### src/design/hhlp_pkg.sv
// Shared types and constants of the HTTP header line parser.
package hhlp_pkg;

    localparam int DATA_WIDTH     = 8;
    localparam int CONSUMED_WIDTH = 16;
    localparam int QUEUE_DEPTH    = 4;
    localparam int QUEUE_AW       = $clog2(QUEUE_DEPTH);

    localparam logic [DATA_WIDTH-1:0] CH_COLON = 8'h3A;
    localparam logic [DATA_WIDTH-1:0] CH_CR    = 8'h0D;
    localparam logic [DATA_WIDTH-1:0] CH_LF    = 8'h0A;
    localparam logic [DATA_WIDTH-1:0] CH_SP    = 8'h20;
    localparam logic [DATA_WIDTH-1:0] CH_TAB   = 8'h09;

    typedef enum logic [2:0] {
        PH_NAME  = 3'd0,
        PH_SEP   = 3'd1,
        PH_VALUE = 3'd2,
        PH_VCR   = 3'd3,
        PH_LF    = 3'd4,
        PH_FOLD  = 3'd5,
        PH_NCR   = 3'd6
    } t_phase;

    typedef enum logic [2:0] {
        K_SKIP       = 3'd0,
        K_NAME       = 3'd1,
        K_NAME_DONE  = 3'd2,
        K_VALUE      = 3'd3,
        K_VALUE_DONE = 3'd4,
        K_FOLD       = 3'd5,
        K_END        = 3'd6
    } t_kind;

    typedef enum logic [1:0] {
        OC_COMPLETE  = 2'd0,
        OC_NAMELESS  = 2'd1,
        OC_MALFORMED = 2'd2,
        OC_EARLY     = 2'd3
    } t_outcome;

    typedef enum logic [1:0] {
        ST_PRE  = 2'd0,
        ST_MAIN = 2'd1,
        ST_POST = 2'd2
    } t_step;

    // Everything one input byte causes: an optional header end before the
    // byte, the byte's own result, and an optional header end at the final byte.
    typedef struct packed {
        logic                      pre_v;
        logic [CONSUMED_WIDTH-1:0] pre_consumed;
        t_kind                     main_kind;
        logic [DATA_WIDTH-1:0]     main_data;
        t_outcome                  main_outcome;
        logic [CONSUMED_WIDTH-1:0] main_consumed;
        logic                      post_v;
        t_outcome                  post_outcome;
        logic [CONSUMED_WIDTH-1:0] post_consumed;
    } t_entry;

endpackage

### src/design/hhlp_in_if.sv
// Input channel interface: one header text byte per transaction.
interface hhlp_in_if;
    logic       valid;
    logic       ready;
    logic [7:0] text_byte;
    logic       final_byte;

    modport source (output valid, output text_byte, output final_byte, input ready);
    modport sink (input valid, input text_byte, input final_byte, output ready);
endinterface

### src/design/hhlp_out_if.sv
// Output channel interface: one parse result per transaction.
interface hhlp_out_if;
    logic        valid;
    logic        ready;
    logic [2:0]  kind;
    logic [7:0]  data;
    logic [1:0]  outcome;
    logic [15:0] consumed;
    logic        run_last;

    modport source (output valid, output kind, output data, output outcome,
                    output consumed, output run_last, input ready);
    modport sink (input valid, input kind, input data, input outcome,
                  input consumed, input run_last, output ready);
endinterface

### src/design/hhlp_front.sv
// Front end: classifies each byte, advances the parse phase and builds a queue entry.
module hhlp_front #(
    parameter int COUNT_WIDTH = 16
) (
    input  logic              i_clk,
    input  logic              i_rst_n,
    hhlp_in_if.sink           i_in,
    input  logic              i_full,
    output logic              o_push,
    output hhlp_pkg::t_entry  o_entry
);

    hhlp_pkg::t_phase         r_phase, n_phase;
    logic [COUNT_WIDTH-1:0]   r_count, n_count;
    logic [COUNT_WIDTH-1:0]   base;
    logic [COUNT_WIDTH-1:0]   bumped;
    hhlp_pkg::t_phase         eph;
    logic                     ws;
    logic                     pre;
    logic                     open;
    logic [7:0]               c;
    hhlp_pkg::t_entry         ent;

    function automatic logic [hhlp_pkg::CONSUMED_WIDTH-1:0] sat16(
        input logic [COUNT_WIDTH-1:0] v);
        logic [31:0] w;
        w = 32'(v);
        if (w > 32'h0000_FFFF) begin
            return 16'hFFFF;
        end
        return w[15:0];
    endfunction

    assign c        = i_in.text_byte;
    assign i_in.ready = !i_full;
    assign o_push   = i_in.valid && !i_full;
    assign o_entry  = ent;

    always_comb begin
        ws      = (c == hhlp_pkg::CH_SP) || (c == hhlp_pkg::CH_TAB);
        pre     = (r_phase == hhlp_pkg::PH_LF) && !ws;
        base    = pre ? '0 : r_count;
        bumped  = (&base) ? base : base + 1'b1;
        eph     = pre ? hhlp_pkg::PH_NAME : r_phase;
        n_phase = eph;
        n_count = bumped;
        open    = 1'b1;

        ent               = '0;
        ent.pre_v         = pre;
        ent.pre_consumed  = sat16(r_count);
        ent.main_kind     = hhlp_pkg::K_SKIP;
        ent.main_outcome  = hhlp_pkg::OC_COMPLETE;
        ent.post_outcome  = hhlp_pkg::OC_COMPLETE;

        case (eph)
            hhlp_pkg::PH_SEP, hhlp_pkg::PH_VALUE, hhlp_pkg::PH_FOLD: begin
                if (c == hhlp_pkg::CH_CR) begin
                    ent.main_kind = hhlp_pkg::K_VALUE_DONE;
                    n_phase       = hhlp_pkg::PH_VCR;
                end else if ((eph != hhlp_pkg::PH_VALUE) &&
                             (ws || ((eph == hhlp_pkg::PH_SEP) &&
                                     (c == hhlp_pkg::CH_COLON)))) begin
                    ent.main_kind = hhlp_pkg::K_SKIP;
                end else begin
                    ent.main_kind = hhlp_pkg::K_VALUE;
                    ent.main_data = c;
                    n_phase       = hhlp_pkg::PH_VALUE;
                end
            end
            hhlp_pkg::PH_VCR: begin
                if (c == hhlp_pkg::CH_LF) begin
                    ent.main_kind = hhlp_pkg::K_SKIP;
                    n_phase       = hhlp_pkg::PH_LF;
                end else begin
                    ent.main_kind    = hhlp_pkg::K_END;
                    ent.main_outcome = hhlp_pkg::OC_MALFORMED;
                    n_phase          = hhlp_pkg::PH_NAME;
                    n_count          = '0;
                    open             = 1'b0;
                end
            end
            hhlp_pkg::PH_LF: begin
                ent.main_kind = hhlp_pkg::K_FOLD;
                ent.main_data = hhlp_pkg::CH_SP;
                n_phase       = hhlp_pkg::PH_FOLD;
            end
            hhlp_pkg::PH_NCR: begin
                ent.main_kind = hhlp_pkg::K_END;
                if (c == hhlp_pkg::CH_LF) begin
                    ent.main_outcome  = hhlp_pkg::OC_NAMELESS;
                    ent.main_consumed = sat16(bumped);
                end else begin
                    ent.main_outcome = hhlp_pkg::OC_MALFORMED;
                end
                n_phase = hhlp_pkg::PH_NAME;
                n_count = '0;
                open    = 1'b0;
            end
            default: begin
                if ((c == hhlp_pkg::CH_COLON) || ws) begin
                    ent.main_kind = hhlp_pkg::K_NAME_DONE;
                    n_phase       = hhlp_pkg::PH_SEP;
                end else if (c == hhlp_pkg::CH_CR) begin
                    ent.main_kind = hhlp_pkg::K_SKIP;
                    n_phase       = hhlp_pkg::PH_NCR;
                end else begin
                    ent.main_kind = hhlp_pkg::K_NAME;
                    ent.main_data = c;
                    n_phase       = hhlp_pkg::PH_NAME;
                end
            end
        endcase

        if (i_in.final_byte && open) begin
            ent.post_v = 1'b1;
            if (n_phase == hhlp_pkg::PH_LF) begin
                ent.post_outcome  = hhlp_pkg::OC_COMPLETE;
                ent.post_consumed = sat16(bumped);
            end else if ((n_phase == hhlp_pkg::PH_VCR) || (n_phase == hhlp_pkg::PH_NCR)) begin
                ent.post_outcome = hhlp_pkg::OC_MALFORMED;
            end else begin
                ent.post_outcome  = hhlp_pkg::OC_EARLY;
                ent.post_consumed = sat16(bumped);
            end
            n_phase = hhlp_pkg::PH_NAME;
            n_count = '0;
        end
    end

    always_ff @(posedge i_clk) begin
        if (!i_rst_n) begin
            r_phase <= hhlp_pkg::PH_NAME;
            r_count <= '0;
        end else if (o_push) begin
            r_phase <= n_phase;
            r_count <= n_count;
        end
    end

endmodule

### src/design/hhlp_queue.sv
// Short queue of parsed entries between the front end and the result sequencer.
module hhlp_queue (
    input  logic              i_clk,
    input  logic              i_rst_n,
    input  logic              i_push,
    input  hhlp_pkg::t_entry  i_entry,
    input  logic              i_pop,
    output logic              o_full,
    output logic              o_empty,
    output hhlp_pkg::t_entry  o_head
);

    hhlp_pkg::t_entry                r_mem [hhlp_pkg::QUEUE_DEPTH];
    logic [hhlp_pkg::QUEUE_AW-1:0]   r_wr;
    logic [hhlp_pkg::QUEUE_AW-1:0]   r_rd;
    logic [hhlp_pkg::QUEUE_AW:0]     r_cnt;

    assign o_full  = (r_cnt == (hhlp_pkg::QUEUE_AW+1)'(hhlp_pkg::QUEUE_DEPTH));
    assign o_empty = (r_cnt == '0);
    assign o_head  = r_mem[r_rd];

    always_ff @(posedge i_clk) begin
        if (i_push) begin
            r_mem[r_wr] <= i_entry;
        end
    end

    always_ff @(posedge i_clk) begin
        if (!i_rst_n) begin
            r_wr  <= '0;
            r_rd  <= '0;
            r_cnt <= '0;
        end else begin
            if (i_push) begin
                r_wr <= r_wr + 1'b1;
            end
            if (i_pop) begin
                r_rd <= r_rd + 1'b1;
            end
            case ({i_push, i_pop})
                2'b10:   r_cnt <= r_cnt + 1'b1;
                2'b01:   r_cnt <= r_cnt - 1'b1;
                default: r_cnt <= r_cnt;
            endcase
        end
    end

endmodule

### src/design/hhlp_back.sv
// Back end: plays out each queued entry's results, one per cycle unless the output stalls, into the output register.
module hhlp_back (
    input  logic              i_clk,
    input  logic              i_rst_n,
    input  logic              i_empty,
    input  hhlp_pkg::t_entry  i_head,
    output logic              o_pop,
    hhlp_out_if.source        o_out
);

    hhlp_pkg::t_step    r_step, n_step;
    hhlp_pkg::t_step    eff;
    logic               load;
    logic               is_last;
    logic               r_valid;
    hhlp_pkg::t_kind    r_kind, n_kind;
    logic [7:0]         r_data, n_data;
    hhlp_pkg::t_outcome r_outcome, n_outcome;
    logic [15:0]        r_consumed, n_consumed;
    logic               r_run_last;

    assign load  = !i_empty && (!r_valid || o_out.ready);
    assign o_pop = load && is_last;

    always_comb begin
        eff = r_step;
        if ((r_step == hhlp_pkg::ST_PRE) && !i_head.pre_v) begin
            eff = hhlp_pkg::ST_MAIN;
        end
        n_kind     = hhlp_pkg::K_END;
        n_data     = '0;
        n_outcome  = hhlp_pkg::OC_COMPLETE;
        n_consumed = '0;
        is_last    = 1'b0;
        case (eff)
            hhlp_pkg::ST_PRE: begin
                n_consumed = i_head.pre_consumed;
            end
            hhlp_pkg::ST_MAIN: begin
                n_kind     = i_head.main_kind;
                n_data     = i_head.main_data;
                n_outcome  = i_head.main_outcome;
                n_consumed = i_head.main_consumed;
                is_last    = !i_head.post_v;
            end
            default: begin
                n_outcome  = i_head.post_outcome;
                n_consumed = i_head.post_consumed;
                is_last    = 1'b1;
            end
        endcase

        n_step = r_step;
        if (load) begin
            if (is_last) begin
                n_step = hhlp_pkg::ST_PRE;
            end else if (eff == hhlp_pkg::ST_PRE) begin
                n_step = hhlp_pkg::ST_MAIN;
            end else begin
                n_step = hhlp_pkg::ST_POST;
            end
        end
    end

    always_ff @(posedge i_clk) begin
        if (!i_rst_n) begin
            r_valid <= 1'b0;
            r_step  <= hhlp_pkg::ST_PRE;
        end else begin
            r_step <= n_step;
            if (load) begin
                r_valid <= 1'b1;
            end else if (o_out.ready) begin
                r_valid <= 1'b0;
            end
        end
    end

    always_ff @(posedge i_clk) begin
        if (load) begin
            r_kind     <= n_kind;
            r_data     <= n_data;
            r_outcome  <= n_outcome;
            r_consumed <= n_consumed;
            r_run_last <= is_last;
        end
    end

    assign o_out.valid    = r_valid;
    assign o_out.kind     = r_kind;
    assign o_out.data     = r_data;
    assign o_out.outcome  = r_outcome;
    assign o_out.consumed = r_consumed;
    assign o_out.run_last = r_run_last;

endmodule

### src/design/http_header_line_parser.sv
// Top level of the HTTP header line parser: front end, entry queue and result sequencer.
//
//  Port    Direction  Payload                                    Per transaction
//  i_in    sink       text_byte[7:0], final_byte                 one header text byte
//  o_out   source     kind[2:0], data[7:0], outcome[1:0],        one parse result
//                     consumed[15:0], run_last
//
// A byte is classified in the cycle it is taken and its one to three results
// join a four-entry queue; the sequencer then emits one result per cycle
// while o_out is ready. Bytes causing a single result then flow at one per
// cycle; a byte that ends a header as well adds one result for each header end.
// The input stalls only when the queue is full. Reset is synchronous and
// returns the parser to the name phase with a zero byte count.
module http_header_line_parser #(
    parameter int COUNT_WIDTH = 16
) (
    input  logic        i_clk,
    input  logic        i_rst_n,
    hhlp_in_if.sink     i_in,
    hhlp_out_if.source  o_out
);

    logic              push;
    logic              pop;
    logic              full;
    logic              empty;
    hhlp_pkg::t_entry  entry;
    hhlp_pkg::t_entry  head;

    hhlp_front #(
        .COUNT_WIDTH (COUNT_WIDTH)
    ) u_front (
        .i_clk   (i_clk),
        .i_rst_n (i_rst_n),
        .i_in    (i_in),
        .i_full  (full),
        .o_push  (push),
        .o_entry (entry)
    );

    hhlp_queue u_queue (
        .i_clk   (i_clk),
        .i_rst_n (i_rst_n),
        .i_push  (push),
        .i_entry (entry),
        .i_pop   (pop),
        .o_full  (full),
        .o_empty (empty),
        .o_head  (head)
    );

    hhlp_back u_back (
        .i_clk   (i_clk),
        .i_rst_n (i_rst_n),
        .i_empty (empty),
        .i_head  (head),
        .o_pop   (pop),
        .o_out   (o_out)
    );

endmodule

### src/flat_wrapper.sv
// flat-port wrapper written by rule: the top's interface ports become plain ports
module http_header_line_parser_flat 
#(
    parameter int COUNT_WIDTH = 16
)
  (i_clk, i_rst_n, i_in_valid, i_in_text_byte, i_in_final_byte, i_in_ready, o_out_valid, o_out_kind, o_out_data, o_out_outcome, o_out_consumed, o_out_run_last, o_out_ready);
  hhlp_in_if i_in_i ();
  hhlp_out_if o_out_i ();
  input  logic i_clk;
  input  logic i_rst_n;
  input wire logic [$bits(i_in_i.valid)-1:0] i_in_valid;
  input wire logic [$bits(i_in_i.text_byte)-1:0] i_in_text_byte;
  input wire logic [$bits(i_in_i.final_byte)-1:0] i_in_final_byte;
  output wire logic [$bits(i_in_i.ready)-1:0] i_in_ready;
  output wire logic [$bits(o_out_i.valid)-1:0] o_out_valid;
  output wire logic [$bits(o_out_i.kind)-1:0] o_out_kind;
  output wire logic [$bits(o_out_i.data)-1:0] o_out_data;
  output wire logic [$bits(o_out_i.outcome)-1:0] o_out_outcome;
  output wire logic [$bits(o_out_i.consumed)-1:0] o_out_consumed;
  output wire logic [$bits(o_out_i.run_last)-1:0] o_out_run_last;
  input wire logic [$bits(o_out_i.ready)-1:0] o_out_ready;
  assign i_in_i.valid = i_in_valid;
  assign i_in_i.text_byte = i_in_text_byte;
  assign i_in_i.final_byte = i_in_final_byte;
  assign i_in_ready = i_in_i.ready;
  assign o_out_valid = o_out_i.valid;
  assign o_out_kind = o_out_i.kind;
  assign o_out_data = o_out_i.data;
  assign o_out_outcome = o_out_i.outcome;
  assign o_out_consumed = o_out_i.consumed;
  assign o_out_run_last = o_out_i.run_last;
  assign o_out_i.ready = o_out_ready;
  http_header_line_parser #(.COUNT_WIDTH(COUNT_WIDTH)) u_core (.i_clk(i_clk), .i_rst_n(i_rst_n), .i_in(i_in_i), .o_out(o_out_i));
endmodule
### config.mk
export PLATFORM = sky130hd
export DESIGN_NAME = http_header_line_parser_flat
export DESIGN_NICKNAME = d
export VERILOG_FILES = /design/src/design/hhlp_pkg.sv /design/src/design/hhlp_in_if.sv /design/src/design/hhlp_out_if.sv /design/src/design/hhlp_front.sv /design/src/design/hhlp_queue.sv /design/src/design/hhlp_back.sv /design/src/design/http_header_line_parser.sv /design/src/flat_wrapper.sv
export SDC_FILE = /design/constraint.sdc
export NUM_CORES = 1
export LEC_CHECK = 0
export BUFFER_PORTS_ARGS = -buffer_cell sky130_fd_sc_hd__buf_2
export CAP_MARGIN = 20
export CORE_MARGIN = 2
export CORE_UTILIZATION = 30
export DETAILED_ROUTE_END_ITERATION = 6
export GPL_ROUTABILITY_DRIVEN = 0
export PLACE_DENSITY = 0.43
export SYNTH_ARGS = -nofsm -noshare
export SYNTH_HDL_FRONTEND = slang
export SYNTH_SLANG_ARGS = --single-unit
### constraint.sdc
create_clock -name i_clk -period 6.2 [get_ports i_clk]
set_clock_uncertainty 0.15 [all_clocks]
set_input_delay 0.31 -clock i_clk [delete_from_list [all_inputs] [get_ports i_clk]]
set_output_delay 0.31 -clock i_clk [all_outputs]
set_load 0.01 [all_outputs]
==> impl_metrics.env, run 1 <==
export IMPL_area_delta_synth_final_pct=15.59
export IMPL_cpPeakStageDelay_ns=0.73
export IMPL_p_switching_w=0.001657
export IMPL_ys_warnings_count=0
export IMPL_dpl_instance_area_um2=14110
export IMPL_yosys_register_bits=321
export IMPL_crit_chain="inv_1 > and2_1 > nand2_1 > and2_1 > ha_1 > nand4_1 > nor4_2 > o21ai_1 > nand2_1 > xor2_1 > nor3_1"
export IMPL_fmax_ghz=0.2312
export IMPL_antenna_found_initial=0
export IMPL_rsz0062_at_grt="no"
export IMPL_irDropWorstVdd_v=0.0003634
export IMPL_status="finished, final reports clean"
export IMPL_cts_root_buffer="clkbuf_16"
export IMPL_p_int_w=0.004425
export IMPL_gr_total_overflow=0
export IMPL_post_route_period_util=0.6976
export IMPL_synth_area_um2=13200
export IMPL_min_path_type="in -> reg"
export IMPL_finalSetupTns_ns=0
export IMPL_grt_pass1_wl_um=46410
export IMPL_hold_viol=0
export IMPL_clk_pin_slew_ns=0.06
export IMPL_async_flop_share=0
export IMPL_drive_gt1_frac=0.2250
export IMPL_cp_top_family="simple AND/OR/NAND/NOR gates"
export IMPL_drt_iter0_drc=493
export IMPL_cts_num_sinks=321
export IMPL_die_w_um=213.8
export IMPL_netlist_instances=796
export IMPL_clock_power_share=0.337
export IMPL_worstSetupPathType="reg -> reg"
export IMPL_drc=0
export IMPL_fin_util=0.3527
export IMPL_synth_ff_type="edfxtp_1"
export IMPL_grt_usage=0.1370
export IMPL_finalMaxSlewViolations=0
export IMPL_io_buffers=44
export IMPL_synth_avg_cell_area_um2=16.58
export IMPL_slew_headroom=0.4033
export IMPL_dp_cells=1398
export IMPL_seq_power_share=0.472
export IMPL_final_nets=873
export IMPL_tritoncts="yes"
export IMPL_arrival_ns=4.45
export IMPL_wirelength_um=30290
export IMPL_start_util=0.3051
export IMPL_detailroute_via_count=7095
export IMPL_die_height_um=213.8
export IMPL_fp_coreArea_um2=43270
export IMPL_leakage_nw=4.947
export IMPL_synthTopCellsByArea="edfxtp_1 66%, mux4_2 11%, dfxtp_1 4.7%"
export IMPL_nFillCells=4113
export IMPL_clkLatencyLatePin_ns=0.53
export IMPL_worst_pin_slew_ns=0.8951
export IMPL_vias_per_cell=4.843
export IMPL_ant_nets=0
export IMPL_yosysTopAreaCell="edfxtp_1"
export IMPL_die_area_um2=45700
export IMPL_antenna_cells=0
export IMPL_numCtsBuffers=37
export IMPL_synth_seq_area_share=0.7067
export IMPL_cp_required_ns=6.33
export IMPL_fin_crit_ns=4.325
export IMPL_final_setup_viol_count=0
export IMPL_synth_edf_count=290
export IMPL_power_density_nw_per_um2=398.6
export IMPL_sw_frac_of_total=0.2724
export IMPL_pwr_share_comb=0.191
export IMPL_fin_area_um2=15260
export IMPL_boundaryPins=45
export IMPL_dp_hpwl_um=17600
export IMPL_cap_violations=0
export IMPL_endpoint_kind="flop"
export IMPL_cts_htree_levels=2
export IMPL_cts_resized_gates=0
export IMPL_cp_slowest_cell="dfxtp_1"
export IMPL_p_total_w=0.006082
export IMPL_first_pass_iters=5
export IMPL_synth_fp_nets=816
export IMPL_critPathLaunchType="flop"
export IMPL_placementRows=76
export IMPL_wl_per_cell_um=20.68
export IMPL_grt_max_degree=45
export IMPL_crit_fanout=21
export IMPL_crit_buf_inv=1
export IMPL_grt_pass1_vias=7385
export IMPL_synthDistinctLibCells=71
export IMPL_final_cells=1465
export IMPL_netlist_area_leader_share=0.6597
export IMPL_cts_max_path_buffers=3
==> worst reg2reg max path: stages, from the launching register on <==
cell	delay, ns
dfxtp_1	0.73
inv_1	0.31
and2_1	0.24
nand2_1	0.32
and2_1	0.20
ha_1	0.25
nand4_1	0.18
nor4_2	0.69
o21ai_1	0.33
nand2_1	0.17
xor2_1	0.10
nor3_1	0.41
==> state kept, by name (all words and copies together), names as in the netlist, named ones only <==
name                          count
u_core.u_back.o_out.consumed     16
u_core.u_back.o_out.data          8
u_core.u_back.o_out.kind          3
u_core.u_back.o_out.outcome       2
u_core.u_back.o_out.run_last      1
u_core.u_back.o_out.valid         1
u_core.u_back.r_step              2
u_core.u_front.r_count           16
u_core.u_front.r_phase            3
u_core.u_queue.r_cnt              3
u_core.u_queue.r_mem            260
u_core.u_queue.r_rd               2
u_core.u_queue.r_wr               2
==> cell families (layout without fill, tap and decap cells) <==
| logic type | after synthesis | in the layout | share of synthesized area |
|---|---|---|---|
| flops | 321 | 321 | 0.7067 |
| simple gates | 216 | 216 | 0.08569 |
| fa+ha+maj | 8 | 8 | 0.007962 |
| mux | 82 | 82 | 0.1220 |
| xor+xnor | 16 | 16 | 0.01062 |
| compound gates | 97 | 97 | 0.04967 |
| buf+inv | 56 | 140 | 0.01735 |
==> timing repair <==
action	CTS	global route
hold buffers	1	0
hold endpoints to repair	1	0
setup endpoints to repair	0	0
setup buffers	0	0
==> cells in the final DEF (no fill, tap or decap), types with 3 or more instances in the layout <==
master	count
nand3_1	18
o21a_1	3
buf_4	10
nand2b_1	3
o21ai_0	13
clkinv_2	8
clkbuf_16	39
nor2b_1	14
nand4_1	8
nor4_1	3
mux2i_1	18
a32o_1	3
nor2_1	48
a21o_1	3
mux4_2	63
inv_1	15
buf_2	44
a21oi_1	15
dfxtp_1	28
nand2_1	55
edfxtp_1	290
o31ai_1	5
and3_4	4
clkinv_1	6
o21ai_1	23
clkbuf_1	9
nor3_2	10
ha_1	6
xor2_1	3
inv_2	3
nor3_1	12
and2_1	11
a22oi_1	3
xnor2_1	13
and3_1	13
==> Yosys cell counts (all sizes together) (5+ instances only) <==
library cell / number
a21oi: 15
and2: 11
and3: 17
buf: 16
clkbuf: 21
dfxtp: 31
edfxtp: 290
ha: 6
inv: 18
mux2i: 18
mux4: 63
nand2: 56
nand3: 19
nand4: 8
nor2: 48
nor2b: 14
nor3: 22
nor4: 5
o21ai: 36
o31ai: 5
xnor2: 13
==> final timing paths <==
kind | startpoint | endpoint | slack [ns] | depth (start not counted)
worst max register to register | u_core.u_front.r_phase[1]$_SDFFE_PN0P_ | u_core.u_queue.r_mem[2][3]$_DFFE_PP_ | 1.88 | 11
worst max-delay path | u_core.u_front.r_phase[1]$_SDFFE_PN0P_ | u_core.u_queue.r_mem[2][3]$_DFFE_PP_ | 1.88 | 11
worst min-delay path | i_rst_n | u_core.u_front.r_count[15]$_SDFFE_PN0P_ | 0.04 | 3
worst min register to register | u_core.u_back.o_out.valid$_SDFFE_PN0P_ | u_core.u_back.o_out.valid$_SDFFE_PN0P_ | 0.33 | 2
==> power groups by stage <==
stage	Clock, W	Combinational, W	Sequential, W
3_3_place_gp	0	0.00121	0.00293
2_1_floorplan	0	0.000765	0.00290
3_5_place_dp	0	0.00120	0.00293
4_1_cts	0.00212	0.00121	0.00289
6_report	0.00205	0.00116	0.00287
5_1_grt	0.00219	0.00129	0.00291
==> metal layers <==
layer	track usage	wire, um
met1	0.1909	14320
met2	0.2208	14340
met3	0.02285	982
met4	0.04071	653
met5	0	0
==> final cells by class <==
| class | instances | area, um2 | share of cell area |
|---|---|---|---|
| Sequential cell | 321 | 9338 | 0.6120 |
| Multi-Input combinational cell | 419 | 3670 | 0.2405 |
| Clock buffer | 50 | 1037 | 0.06798 |
| Tap cell | 585 | 732.0 | 0.04797 |
| Timing Repair Buffer | 55 | 305.3 | 0.02001 |
| Clock inverter | 16 | 105.1 | 0.006888 |
| Inverter | 19 | 71.32 | 0.004674 |
==> metrics by stage <==
stage | hold slack, ns | setup slack [ns]
after global placement | 0.3120 | 2.125
after floorplan | 0.2955 | 2.921
after global routing | 0.04283 | 1.526
after CTS | 0.008927 | 1.986
final | 0.04275 | 1.875
after detailed placement | 0.3149 | 2.000
Note: power is estimated with default switching activity, not from simulation.
==> run 2: changes to the inputs <==
Clock period 6.2 ns to 4.3 ns, I/O delays scaled along.
==> run 2 against run 1 <==
  * Sequential share of layout area is 1.4 points lower
  * First-iteration DRC count up 0.41%
  * Register-to-register slack worse by 1.1 ns
  * Fmax up 23%
  * Critical path depth increased by 1
  * Largest power group unchanged
==> impl_metrics.env, run 2 (same netlist as run 1, synthesis figures left out) <==
export IMPL_detailroute_via_count=7188
export IMPL_io_buffers=44
export IMPL_min_path_type="in -> reg"
export IMPL_boundaryPins=45
export IMPL_crit_chain="nor2b_1 > buf_4 > and2_1 > nand2_1 > and2_1 > ha_1 > nand4_1 > or4_1 > nand4_1 > nor3_1 > xnor2_1 > nor3_1"
export IMPL_fin_util=0.3610
export IMPL_worstSetupPathType="reg -> reg"
export IMPL_grt_pass1_vias=7679
export IMPL_crit_buf_inv=1
export IMPL_leakage_nw=5.130
export IMPL_fp_coreArea_um2=43270
export IMPL_mostFrequentLayoutCell="edfxtp_1"
export IMPL_gr_total_overflow=0
export IMPL_hold_viol=0
export IMPL_final_cell_mix="290 x edfxtp_1, 63 x mux4_2, 55 x nand2_1, 48 x nor2_1, 44 x buf_2"
export IMPL_regArea_um2=9338
export IMPL_grt_usage=0.1420
export IMPL_path_depth=12
export IMPL_first_pass_iters=4
export IMPL_cts_htree_levels=2
export IMPL_nFillCells=4104
export IMPL_rsz0062_at_grt="no"
export IMPL_antenna_found_initial=0
export IMPL_cp_slowest_cell="or4_1"
export IMPL_start_util=0.3051
export IMPL_cts_max_path_buffers=3
export IMPL_critPathLaunchType="flop"
export IMPL_clk_pin_slew_ns=0.06
export IMPL_drive_gt1_frac=0.2396
export IMPL_multiInputGateArea_um2=3670
export IMPL_fin_crit_ns=3.520
export IMPL_endpoint_kind="flop"
export IMPL_cp_top_family="simple AND/OR/NAND/NOR gates"
export IMPL_cpPeakStageDelay_ns=0.63
export IMPL_holdWs_ns=0.09789
export IMPL_tritoncts="yes"
export IMPL_largest_reg_flops=260
export IMPL_slew_headroom=0.4122
export IMPL_placementRows=76
export IMPL_final_setup_viol_count=0
export IMPL_wirelength_um=30820
export IMPL_antenna_cells=0
export IMPL_die_area_um2=45700
export IMPL_dp_cells=1414
export IMPL_cts_num_sinks=321
export IMPL_fmax_ghz=0.2841
export IMPL_arrival_ns=3.68
export IMPL_numCtsBuffers=39
export IMPL_regMostFlops="u_core.u_queue.r_mem"
export IMPL_drc=0
export IMPL_grt_pass1_wl_um=47710
export IMPL_status="finished, final reports clean"
export IMPL_vias_per_cell=4.808
export IMPL_irDropWorstVdd_v=0.0003816
export IMPL_final_cells=1495
export IMPL_p_total_w=0.009095
export IMPL_cap_violations=0
export IMPL_cts_root_buffer="clkbuf_16"
export IMPL_crit_fanout=13
export IMPL_cp_required_ns=4.46
export IMPL_cts_resized_gates=0
export IMPL_post_route_period_util=0.8186
export IMPL_finalSetupTns_ns=0
export IMPL_worst_pin_slew_ns=0.8816
export IMPL_min_delay_path_depth=2
export IMPL_finalMaxSlewViolations=0
export IMPL_wl_per_cell_um=20.62
export IMPL_final_nets=900
export IMPL_dp_hpwl_um=17960
export IMPL_grt_max_degree=66
export IMPL_drt_iter0_drc=495
export IMPL_reg2regPathDepth=12
export IMPL_die_w_um=213.8
export IMPL_die_height_um=213.8
export IMPL_power_density_nw_per_um2=582.2
export IMPL_clkLatencyLatePin_ns=0.56
export IMPL_area_delta_synth_final_pct=18.34
export IMPL_ant_nets=0
[run 2: report_power, final]
| group | internal (W) | switching, W | total, W |
|---|---|---|---|
| registers | 0.00394 | 0.000137 | 0.00408 |
| logic | 0.000718 | 0.00106 | 0.00177 |
| clock network | 0.00194 | 0.00130 | 0.00324 |
[run 2: stage by stage]
stage | setup WS, ns | area [um2]
floorplan | 1.081 | 13200
global placement | 0.8751 | 14250
detailed placement | 0.8257 | 14250
CTS | 0.8034 | 15620
global route | 0.4670 | 15620
finish | 0.7800 | 15620
[run 2: worst paths after layout]
| check | start | endpoint | slack [ns] |
|---|---|---|---|
| worst max register to register | u_core.u_front.r_phase[0]$_SDFFE_PN0P_ | u_core.u_queue.r_mem[0][15]$_DFFE_PP_ | 0.78 |
| worst max-delay path | u_core.u_front.r_phase[0]$_SDFFE_PN0P_ | u_core.u_queue.r_mem[0][15]$_DFFE_PP_ | 0.78 |
| worst min-delay path | i_in_final_byte | u_core.u_queue.r_mem[2][17]$_DFFE_PP_ | 0.1 |
| worst min register to register | u_core.u_back.o_out.valid$_SDFFE_PN0P_ | u_core.u_back.o_out.valid$_SDFFE_PN0P_ | 0.31 |
[run 2: layer usage]
layer	track usage	part of all wire
met5	0	0
met4	0.04215	0.020
met3	0.02783	0.035
met2	0.2222	0.47
met1	0.2007	0.47
[run 2: worst reg2reg max path, delay by kind of cell (launching register included)]
family	cells	cell delay [ns]
xor gates and xnor gates	1	0.17
adders and majority gates	1	0.25
buffers and inverters	1	0.17
DFF	1	0.53
and+or+nand+nor	9	2.00
[run 2: repair_timing]
item / CTS / global route
hold endpoints to repair: 35 / 0
hold buffers: 10 / 0
setup buffers: 0 / 0
[run 2: layout make-up]
type | instances | area share
flip-flops and latches | 321 | 0.5978
clock buffers | 52 | 0.06816
multi-input cells | 419 | 0.2349
repair buffers | 80 | 0.03460
well taps | 585 | 0.04686
clock inverters | 19 | 0.01314
inverters | 19 | 0.004565
